## config.mk

```make
export PLATFORM = sky130hd
export DESIGN_NAME = dominated_task_pruner
export DESIGN_NICKNAME = d
export VERILOG_FILES = /design/src/sv/dtp_pkg.sv /design/src/sv/dtp_cell.sv /design/src/sv/dtp_ctrl.sv /design/src/sv/dominated_task_pruner.sv
export SDC_FILE = /design/constraint.sdc
export NUM_CORES = 2
export LEC_CHECK = 0
export BUFFER_PORTS_ARGS = -buffer_cell sky130_fd_sc_hd__buf_2
export CORE_MARGIN = 1
export CORE_UTILIZATION = 45
export DETAILED_ROUTE_END_ITERATION = 7
export GPL_ROUTABILITY_DRIVEN = 0
export PLACE_DENSITY = 0.69
export SLEW_MARGIN = 20
export SYNTH_ARGS = -nofsm -noshare
export SYNTH_HDL_FRONTEND = slang
export SYNTH_HIERARCHICAL = 1
export SYNTH_SLANG_ARGS = --single-unit
```

## constraint.sdc

```tcl
create_clock -name clk -period 165.2 [get_ports clk]
set_clock_uncertainty 0.2 [all_clocks]
set_input_delay 33.04 -clock clk [delete_from_list [all_inputs] [get_ports clk]]
set_output_delay 33.04 -clock clk [all_outputs]
set_load 0.005 [all_outputs]
```

## src/sv/dtp_pkg.sv

```systemverilog
// Shared types and constants for the dominated task pruner.
package dtp_pkg;

  localparam int COST_W       = 16;
  localparam int MASK_W       = 64;
  localparam int INDEX_W      = 6;
  localparam int RESULT_LIMIT = 64;

  typedef struct packed {
    logic signed [COST_W-1:0] task_cost;
    logic [MASK_W-1:0]        worker_mask;
    logic                     last_task;
  } in_t;

  typedef struct packed {
    logic [INDEX_W-1:0]       original_index;
    logic signed [COST_W-1:0] kept_cost;
    logic [MASK_W-1:0]        kept_mask;
    logic                     overflowed;
    logic                     last_kept;
  } out_t;

  typedef struct packed {
    logic shift;
    logic clear;
  } cell_ctl_t;

  typedef enum logic [2:0] {
    ST_IDLE  = 3'b001,
    ST_PRUNE = 3'b010,
    ST_EMIT  = 3'b100
  } state_t;

endpackage

```

## src/sv/dtp_cell.sv

```systemverilog
// One storage cell of the task ring: holds a task and passes it on when shifted.
module dtp_cell #(
  parameter int WORKER_BITS = 64
) (
  input  logic                              clk,
  input  logic                              rst_n,
  input  dtp_pkg::cell_ctl_t                ctl,
  input  logic                              vld_i,
  input  logic                              keep_i,
  input  logic signed [dtp_pkg::COST_W-1:0] cost_i,
  input  logic [WORKER_BITS-1:0]            mask_i,
  output logic                              vld_o,
  output logic                              keep_o,
  output logic signed [dtp_pkg::COST_W-1:0] cost_o,
  output logic [WORKER_BITS-1:0]            mask_o
);
  import dtp_pkg::*;

  logic                     vld_r;
  logic                     keep_r;
  logic signed [COST_W-1:0] cost_r;
  logic [WORKER_BITS-1:0]   mask_r;

  always_ff @(posedge clk) begin
    if (!rst_n) begin
      vld_r <= 1'b0;
    end else if (ctl.clear) begin
      vld_r <= 1'b0;
    end else if (ctl.shift) begin
      vld_r <= vld_i;
    end
  end

  always_ff @(posedge clk) begin
    if (ctl.shift) begin
      keep_r <= keep_i;
      cost_r <= cost_i;
      mask_r <= mask_i;
    end
  end

  assign vld_o  = vld_r;
  assign keep_o = keep_r;
  assign cost_o = cost_r;
  assign mask_o = mask_r;

endmodule

```

## src/sv/dtp_ctrl.sv

```systemverilog
// Sequencer: loads tasks into the ring, runs the dominance passes and emits kept tasks.
module dtp_ctrl #(
  parameter int MAX_TASKS   = 64,
  parameter int WORKER_BITS = 64
) (
  input  logic                              clk,
  input  logic                              rst_n,
  input  logic                              start,
  output logic                              busy,
  input  dtp_pkg::in_t                      in_item,
  output logic                              out_valid,
  output dtp_pkg::out_t                     out_item,
  output dtp_pkg::cell_ctl_t                ctl,
  input  logic                              head_vld,
  input  logic                              head_keep,
  input  logic signed [dtp_pkg::COST_W-1:0] head_cost,
  input  logic [WORKER_BITS-1:0]            head_mask,
  output logic                              tail_vld,
  output logic                              tail_keep,
  output logic signed [dtp_pkg::COST_W-1:0] tail_cost,
  output logic [WORKER_BITS-1:0]            tail_mask
);
  import dtp_pkg::*;

  localparam int KW = $clog2(MAX_TASKS + 1);
  localparam int PW = $clog2(MAX_TASKS);
  localparam int EW = $clog2(RESULT_LIMIT + 1);
  localparam int CW = (KW > EW) ? KW : EW;

  state_t                   state_r, state_nxt;
  logic [KW-1:0]            cnt_r, cnt_nxt;
  logic                     ovf_r, ovf_nxt;
  logic [PW-1:0]            pos_r, pos_nxt;
  logic [KW-1:0]            step_r, step_nxt;
  logic                     dom_r, dom_nxt;
  logic signed [COST_W-1:0] pcost_r, pcost_nxt;
  logic [WORKER_BITS-1:0]   pmask_r, pmask_nxt;
  logic [KW-1:0]            kept_r, kept_nxt;
  logic [KW-1:0]            idx_r, idx_nxt;
  logic [EW-1:0]            emit_n_r, emit_n_nxt;
  logic                     out_valid_r, out_valid_nxt;
  out_t                     out_item_r, out_item_nxt;

  logic                     full;
  logic                     hit;
  logic                     advance;
  logic [CW-1:0]            lim;

  assign full = (cnt_r == KW'(MAX_TASKS));
  assign hit  = head_vld && head_keep && ((head_mask & ~pmask_r) == '0) &&
                (head_cost <= pcost_r);
  assign lim  = (CW'(kept_r) < CW'(RESULT_LIMIT)) ? CW'(kept_r) : CW'(RESULT_LIMIT);

  always_comb begin
    state_nxt     = state_r;
    cnt_nxt       = cnt_r;
    ovf_nxt       = ovf_r;
    pos_nxt       = pos_r;
    step_nxt      = step_r;
    dom_nxt       = dom_r;
    pcost_nxt     = pcost_r;
    pmask_nxt     = pmask_r;
    kept_nxt      = kept_r;
    idx_nxt       = idx_r;
    emit_n_nxt    = emit_n_r;
    out_valid_nxt = 1'b0;
    out_item_nxt  = out_item_r;
    ctl           = '0;
    advance       = 1'b0;
    tail_vld      = head_vld;
    tail_keep     = head_keep;
    tail_cost     = head_cost;
    tail_mask     = head_mask;

    case (state_r)
      ST_IDLE: begin
        if (start) begin
          if (!full) begin
            ctl.shift = 1'b1;
            tail_vld  = 1'b1;
            tail_keep = 1'b1;
            tail_cost = in_item.task_cost;
            tail_mask = in_item.worker_mask[WORKER_BITS-1:0];
            cnt_nxt   = cnt_r + KW'(1);
          end else begin
            ovf_nxt = 1'b1;
          end
          if (in_item.last_task) begin
            state_nxt = ST_PRUNE;
            pos_nxt   = '0;
            step_nxt  = '0;
            kept_nxt  = full ? cnt_r : cnt_r + KW'(1);
          end
        end
      end
      ST_PRUNE: begin
        ctl.shift = 1'b1;
        if (step_r == '0) begin
          if (head_vld) begin
            pcost_nxt = head_cost;
            pmask_nxt = head_mask;
            dom_nxt   = 1'b0;
            step_nxt  = KW'(1);
          end else begin
            advance = 1'b1;
          end
        end else if (step_r == KW'(MAX_TASKS)) begin
          // candidate is back at the head: write its verdict on the way round
          tail_keep = head_keep & ~dom_r;
          if (dom_r) begin
            kept_nxt = kept_r - KW'(1);
          end
          step_nxt = '0;
          advance  = 1'b1;
        end else begin
          dom_nxt  = dom_r | hit;
          step_nxt = step_r + KW'(1);
        end
        if (advance) begin
          if (pos_r == PW'(MAX_TASKS - 1)) begin
            state_nxt  = ST_EMIT;
            pos_nxt    = '0;
            idx_nxt    = '0;
            emit_n_nxt = '0;
          end else begin
            pos_nxt = pos_r + PW'(1);
          end
        end
      end
      ST_EMIT: begin
        ctl.shift = 1'b1;
        if (head_vld) begin
          idx_nxt = idx_r + KW'(1);
        end
        if (head_vld && head_keep && (emit_n_r < EW'(RESULT_LIMIT))) begin
          out_valid_nxt               = 1'b1;
          out_item_nxt.original_index = INDEX_W'(idx_r);
          out_item_nxt.kept_cost      = head_cost;
          out_item_nxt.kept_mask      = MASK_W'(head_mask);
          out_item_nxt.overflowed     = ovf_r;
          out_item_nxt.last_kept      = (CW'(emit_n_r) == lim - CW'(1));
          emit_n_nxt                  = emit_n_r + EW'(1);
        end
        if (pos_r == PW'(MAX_TASKS - 1)) begin
          ctl.clear = 1'b1;
          cnt_nxt   = '0;
          ovf_nxt   = 1'b0;
          state_nxt = ST_IDLE;
        end else begin
          pos_nxt = pos_r + PW'(1);
        end
      end
      default: begin
        state_nxt = ST_IDLE;
      end
    endcase
  end

  always_ff @(posedge clk) begin
    if (!rst_n) begin
      state_r     <= ST_IDLE;
      cnt_r       <= '0;
      ovf_r       <= 1'b0;
      pos_r       <= '0;
      step_r      <= '0;
      dom_r       <= 1'b0;
      kept_r      <= '0;
      idx_r       <= '0;
      emit_n_r    <= '0;
      out_valid_r <= 1'b0;
    end else begin
      state_r     <= state_nxt;
      cnt_r       <= cnt_nxt;
      ovf_r       <= ovf_nxt;
      pos_r       <= pos_nxt;
      step_r      <= step_nxt;
      dom_r       <= dom_nxt;
      kept_r      <= kept_nxt;
      idx_r       <= idx_nxt;
      emit_n_r    <= emit_n_nxt;
      out_valid_r <= out_valid_nxt;
    end
  end

  always_ff @(posedge clk) begin
    pcost_r    <= pcost_nxt;
    pmask_r    <= pmask_nxt;
    out_item_r <= out_item_nxt;
  end

  assign busy      = (state_r != ST_IDLE);
  assign out_valid = out_valid_r;
  assign out_item  = out_item_r;

  a_out_from_emit: assert property (@(posedge clk) disable iff (!rst_n)
    out_valid_r |-> $past(state_r == ST_EMIT))
    else $error("result strobe outside emit pass");

  a_quiet_after_last: assert property (@(posedge clk) disable iff (!rst_n)
    (out_valid_r && out_item_r.last_kept) |=> !out_valid_r)
    else $error("result after final kept task");

  a_kept_bound: assert property (@(posedge clk) disable iff (!rst_n)
    (state_r != ST_IDLE) |-> (kept_r <= cnt_r))
    else $error("kept count exceeds stored tasks");

  a_cnt_bound: assert property (@(posedge clk) disable iff (!rst_n)
    cnt_r <= KW'(MAX_TASKS))
    else $error("task count beyond capacity");

endmodule

```

## src/sv/dominated_task_pruner.sv

```systemverilog
// Dominated task pruner: ring of task cells plus sequencer.
// A task that is not last is taken while busy stays low.
// On the last task, each stored task gets a dominance pass round the ring and each empty
// slot is skipped, with one dominance check per cycle at the ring head; then an emit pass.
// Results follow in the cycle after their task reaches the head; the receiver cannot stall.
// Reset (synchronous, rst_n low) empties the ring and clears count and overflow.
module dominated_task_pruner #(
  parameter int MAX_TASKS   = 64,
  parameter int WORKER_BITS = 64
) (
  input  logic           clk,
  input  logic           rst_n,
  input  logic           start,
  output logic           busy,
  input  dtp_pkg::in_t   in_item,
  output logic           out_valid,
  output dtp_pkg::out_t  out_item
);
  import dtp_pkg::*;

  cell_ctl_t                ctl;
  logic                     vld_w  [MAX_TASKS];
  logic                     keep_w [MAX_TASKS];
  logic signed [COST_W-1:0] cost_w [MAX_TASKS];
  logic [WORKER_BITS-1:0]   mask_w [MAX_TASKS];
  logic                     tail_vld;
  logic                     tail_keep;
  logic signed [COST_W-1:0] tail_cost;
  logic [WORKER_BITS-1:0]   tail_mask;

  for (genvar k = 0; k < MAX_TASKS; k++) begin : g_cell
    if (k == MAX_TASKS - 1) begin : g_tail
      dtp_cell #(.WORKER_BITS(WORKER_BITS)) u_cell (
        .clk    (clk),
        .rst_n  (rst_n),
        .ctl    (ctl),
        .vld_i  (tail_vld),
        .keep_i (tail_keep),
        .cost_i (tail_cost),
        .mask_i (tail_mask),
        .vld_o  (vld_w[k]),
        .keep_o (keep_w[k]),
        .cost_o (cost_w[k]),
        .mask_o (mask_w[k])
      );
    end else begin : g_mid
      dtp_cell #(.WORKER_BITS(WORKER_BITS)) u_cell (
        .clk    (clk),
        .rst_n  (rst_n),
        .ctl    (ctl),
        .vld_i  (vld_w[k+1]),
        .keep_i (keep_w[k+1]),
        .cost_i (cost_w[k+1]),
        .mask_i (mask_w[k+1]),
        .vld_o  (vld_w[k]),
        .keep_o (keep_w[k]),
        .cost_o (cost_w[k]),
        .mask_o (mask_w[k])
      );
    end
  end

  dtp_ctrl #(
    .MAX_TASKS   (MAX_TASKS),
    .WORKER_BITS (WORKER_BITS)
  ) u_ctrl (
    .clk       (clk),
    .rst_n     (rst_n),
    .start     (start),
    .busy      (busy),
    .in_item   (in_item),
    .out_valid (out_valid),
    .out_item  (out_item),
    .ctl       (ctl),
    .head_vld  (vld_w[0]),
    .head_keep (keep_w[0]),
    .head_cost (cost_w[0]),
    .head_mask (mask_w[0]),
    .tail_vld  (tail_vld),
    .tail_keep (tail_keep),
    .tail_cost (tail_cost),
    .tail_mask (tail_mask)
  );

endmodule

```

# Word-level counts from Yosys, hierarchy flattened
# Cells that the tools add are included.
dict set report word_totals {
  word_cells 401
  output_inout_bits 90
  in_bits 84
  reg_bits 5463
}
dict set report classes {
  bitwise_logic 6
  addsub 7
  muxes 65
  eq_ne 23
  order_cmp 3
  reduce_logical 24
}
# cell n
set op_table {}
lappend op_table {{$mux 64} 3}
lappend op_table {{$mux 7} 17}
lappend op_table {{$pmux 7 s2} 5}
lappend op_table {{$and 64x64->64} 1}
lappend op_table {{$logic_not 64->1} 1}
lappend op_table {{$not 64->64} 1}
lappend op_table {{$mux 16} 3}
lappend op_table {{$mux 6} 5}
lappend op_table {{$add 7x1->7 const B} 4}
lappend op_table {{$mux 1} 22}
lappend op_table {{$pmux 6 s3} 1}
lappend op_table {{$le 16x16->1} 1}
lappend op_table {{$ne 2x1->1 const B} 8}
lappend op_table {{$reduce_and 4->1} 4}
lappend op_table {{$mux 3} 5}
lappend op_table {{$eq 7x7->1 const B} 2}
lappend op_table {{$lt 7x7->1 const B} 2}
lappend op_table {{$sub 7x1->7 const B} 2}
lappend op_table {{$ne 2x2->1 const B} 6}
lappend op_table {{$reduce_and 5->1} 2}
lappend op_table {{$pmux 3 s3} 1}
lappend op_table {{$reduce_and 3->1} 3}
lappend op_table {{$eq 7x7->1} 1}
lappend op_table {{$logic_not 7->1} 1}
lappend op_table {{17 further kinds} 27}

# Longest topological paths before layout
dict set report depth {
  depth_word 8
  depth_mapped 10
  depth_no_buf 8
}

# Modules after synthesis
# Netlist, hierarchy kept.
# module area_each_um2 cells_each seq_area_each_um2 instances
set modules_own_cells {}
lappend modules_own_cells {dtp_cell 2474.9 84 2452.4 64}
lappend modules_own_cells {dtp_ctrl 9577.9 881 5965.7 1}

# Worst setup path after synthesis
# Ideal clock, no wire load.
dict set report synth_timing {
  kind {input-to-reg}
  start {in start}
  end {reg g_cell[0].g_mid.u_cell.cost_r[0], enable pin}
  arrival_ps 118371
  required_ps 129594
  path_slack_ps 11223
  setup_ps 35406
  cell_stages 4
  path_cell_list {buf_1 nand3_1 clkbuf_1 nand2_1}
}
# item line
set synth_lines {}
lappend synth_lines {{start: declaration} dominated_task_pruner.sv:13} ;# input logic start,
lappend synth_lines {{end signal: assignment} dtp_cell.sv:37} ;# cost_r <= cost_i;
lappend synth_lines {{end: declaration} dtp_cell.sv:21} ;# logic signed [COST_W-1:0] cost_r;

==> results.json <==
{
  "final_cell_mix": "5352 x edfxtp_1, 483 x clkbuf_16, 203 x nand2_1",
  "synthCells": 6257,
  "areaGrowthSynthToFinish_pct": 14.0,
  "insertion_delay_ps": 980,
  "min_period_ps": 40190,
  "holdBufCountCts": 0,
  "grt_setup_unrepaired": "false",
  "drc_errors": 0,
  "outcome": "finished clean",
  "nets": 7064,
  "worstPathMaxFanout": 195,
  "grt_pass1_vias": 58200,
  "ys_seq_area_share_pct": 97.0,
  "ys.warnings.count": 6,
  "synth-xor-area-share_pct": 0.167,
  "start_kind": "input pin",
  "fin_setup_tns_ps": 0,
  "drive_gt1_share_pct": 13.7,
  "muxShareOfSynthArea_pct": 0.447,
  "core_area_um2": 370000,
  "fp.dieH_um": 613,
  "arrival_ps": 40570,
  "layout_commonest_cell": "edfxtp_1",
  "p_leak_uw": 0.0633,
  "hp-class": "reg -> reg",
  "post_cts_resize_count": 0,
  "yosys.area_share.simple_pct": 1.45,
  "cts_tree": "done",
  "power.density_nw_per_um2": 14.9,
  "cts_max_level": 5,
  "synthDistinctLibCells": 55,
  "antenna_found_initial": 19,
  "die-area_um2": 376000,
  "tightest_slew_ps": 1150,
  "cts.sinks": 5462,
  "fmax_ghz": 0.0249,
  "die_x_um": 613,
  "num_vias": 58000,
  "overflow": 0,
  "synth_fa_ha_area_share_pct": 0.186,
  "synth_nets": 6366,
  "postCtsSetupRepairBufs": 0,
  "clk_pin_slew_ps": 60,
  "slew_headroom_pct": 23.6,
  "grt_usage_pct": 12.3,
  "initial_utilization_pct": 45.4,
  "root_buffer": "clkbuf_16",
  "wl_per_cell_um": 18.9,
  "hold_viol": 0,
  "vias_per_cell": 4.71,
  "crit_type": "in -> reg",
  "stdcell_count": 12300,
  "ys_ff_latch": 5462,
  "ant_nets": 0,
  "finalMaxSlewViolations": 0,
  "io_buffers": 173,
  "synth_top_family_by_area": "simple AND/OR/NAND/NOR gates",
  "first_iter_violations": 5241,
  "ir_drop_v": 0.0000108,
  "dr.pass1.iters": 5,
  "drt_wl_total_mm": 233,
  "io_pins": 174,
  "synth-compound-area-share_pct": 0.497,
  "async_flop_share_pct": 0,
  "grt_max_degree": 217,
  "synth-edff-count": 5352,
  "placedCellCount": 11400,
  "grt_pass1_wl_mm": 356,
  "crit_required_ps": 165580,
  "cts_buffers": 481,
  "end_kind": "flip-flop",
  "syn_area_um2": 168000,
  "place_hpwl_mm": 111,
  "synthFlopType": "edfxtp_1",
  "maxCapViolations": 0,
  "cts.path.max_buffers": 4,
  "row_count": 223,
  "synth_area_per_cell_um2": 26.8,
  "setup_viol": 0,
  "fin_crit_sh_pct": 24.3,
  "nFillCells": 27000
}
[report_power, final]
part	switching (uW)	leakage (uW)	internal, uW
sequential	33.9	0.0523	1650
clock	486	0.00764	620
combinational	45.8	0.00331	6.17
[final timing paths]
kind	startpoint	to	slack (ps)	depth (start not counted)
setup / recovery	start	g_cell[19].g_mid.u_cell/mask_o[38]	125010	11
hold reg to reg	g_cell[14].g_mid.u_cell/mask_o[26]	g_cell[13].g_mid.u_cell/mask_o[26]	160	0
hold / removal	g_cell[14].g_mid.u_cell/mask_o[26]	g_cell[13].g_mid.u_cell/mask_o[26]	160	0
setup reg to reg	u_ctrl/cnt_r[0]	g_cell[19].g_mid.u_cell/mask_o[38]	155990	14
[cell usage after synthesis, types with 2 or more instances]
master     count  area (um^2)
dfxtp_1      110         2200
a2bb2oi_1      2         17.5
a21boi_0       5         37.5
o31ai_2        2         25.0
o21ai_0       56          280
nor4b_1        2         17.5
buf_2         11         55.1
o2111ai_1      5         43.8
nand3_1       19         95.1
or3b_2         2         17.5
a31oi_1        4         25.0
nor3b_2       66          826
nor2b_1        8         50.1
nor4_1         2         12.5
o22ai_1       13         81.3
nor3_1        11         55.1
buf_1          2         7.51
mux2i_1       75          751
xor2_1        17          149
o21a_1         3         22.5
edfxtp_1    5352       161000
a2111oi_0      2         17.5
nand3b_1       2         15.0
ha_1          25          313
or3_1          3         18.8
and2_1        10         62.6
nor2_1        39          146
and3_1         4         25.0
a221oi_1       7         61.3
clkbuf_1      18         67.6
a21oi_1       21          105
nand2_1      204          766
a21o_1         4         30.0
inv_1         79          297
or4_1          2         15.0
nand2b_1      17          106
xnor2_1       15          131
nor3b_1        5         37.5
nand4_1       17          106
[cells by family after synthesis]
| logic type | after synthesis |
|---|---|
| AO/OA/AOI/OAI | 132 |
| XOR/XNOR | 32 |
| adder cells (fa/ha/maj) | 25 |
| buffers and inverters | 111 |
| flip-flops | 5462 |
| multiplexers | 75 |
| AND/OR/NAND/NOR | 420 |
[per-layer routing]
metal	GRT usage (%)	share of wire, %	up-vias
met5	0	0	-
met4	4.64	3.3	0
met3	2.29	4.9	436
met2	19.2	47	1265
met1	17.4	45	29900
li1	-	-	26500
[state kept, by name, summed over array words and instances, names as in the netlist, 7 cells and up]
signal,count
g_cell.g_mid.u_cell/vld_o,63
u_ctrl/pmask_r,64
g_cell.g_tail.u_cell/cost_o,16
u_ctrl/cnt_r,7
u_ctrl/kept_r,7
g_cell.g_mid.u_cell/cost_o,1008
u_ctrl/step_r,7
g_cell.g_mid.u_cell/mask_o,4032
u_ctrl/emit_n_r,7
g_cell.g_tail.u_cell/mask_o,64
u_ctrl/pcost_r,16
u_ctrl/out_item,88
g_cell.g_mid.u_cell/keep_o,63
[worst max-delay path, cell delays in order]
cell,delay (ps)
buf_2,160
nand3_4,70
buf_4,350
nand2_4,580
buf_4,890
buf_4,840
buf_4,860
buf_4,840
buf_12,700
buf_4,850
buf_4,920
[final cells by class]
type	count	area [um^2]	share of cell area, %
diodes	5	12.5	0.00654
clock buffers	611	12600	6.58
clock inverters	282	3150	1.65
inverters	79	297	0.155
multi-input cells	684	4660	2.43
flip-flops and latches	5462	163000	85.1
well taps	4950	6190	3.24
repair buffers	247	1610	0.841
[through the flow]
step | power [uW] | worst slack (ps) | cell area (um^2) | hold WS, ps | util (%)
detailed placement | 1770 | 123880 | 176000 | 205 | 47.4
global route | 2940 | 124480 | 191000 | 156 | 51.7
floorplan | 2350 | 11220 | 168000 | 200 | -
CTS | 2880 | 125090 | 191000 | 157 | 51.7
global placement | 1760 | 124280 | 176000 | 200 | 47.4
finish | 2840 | 125010 | 191000 | 156 | 51.7
(Power assumes the default switching activity.)
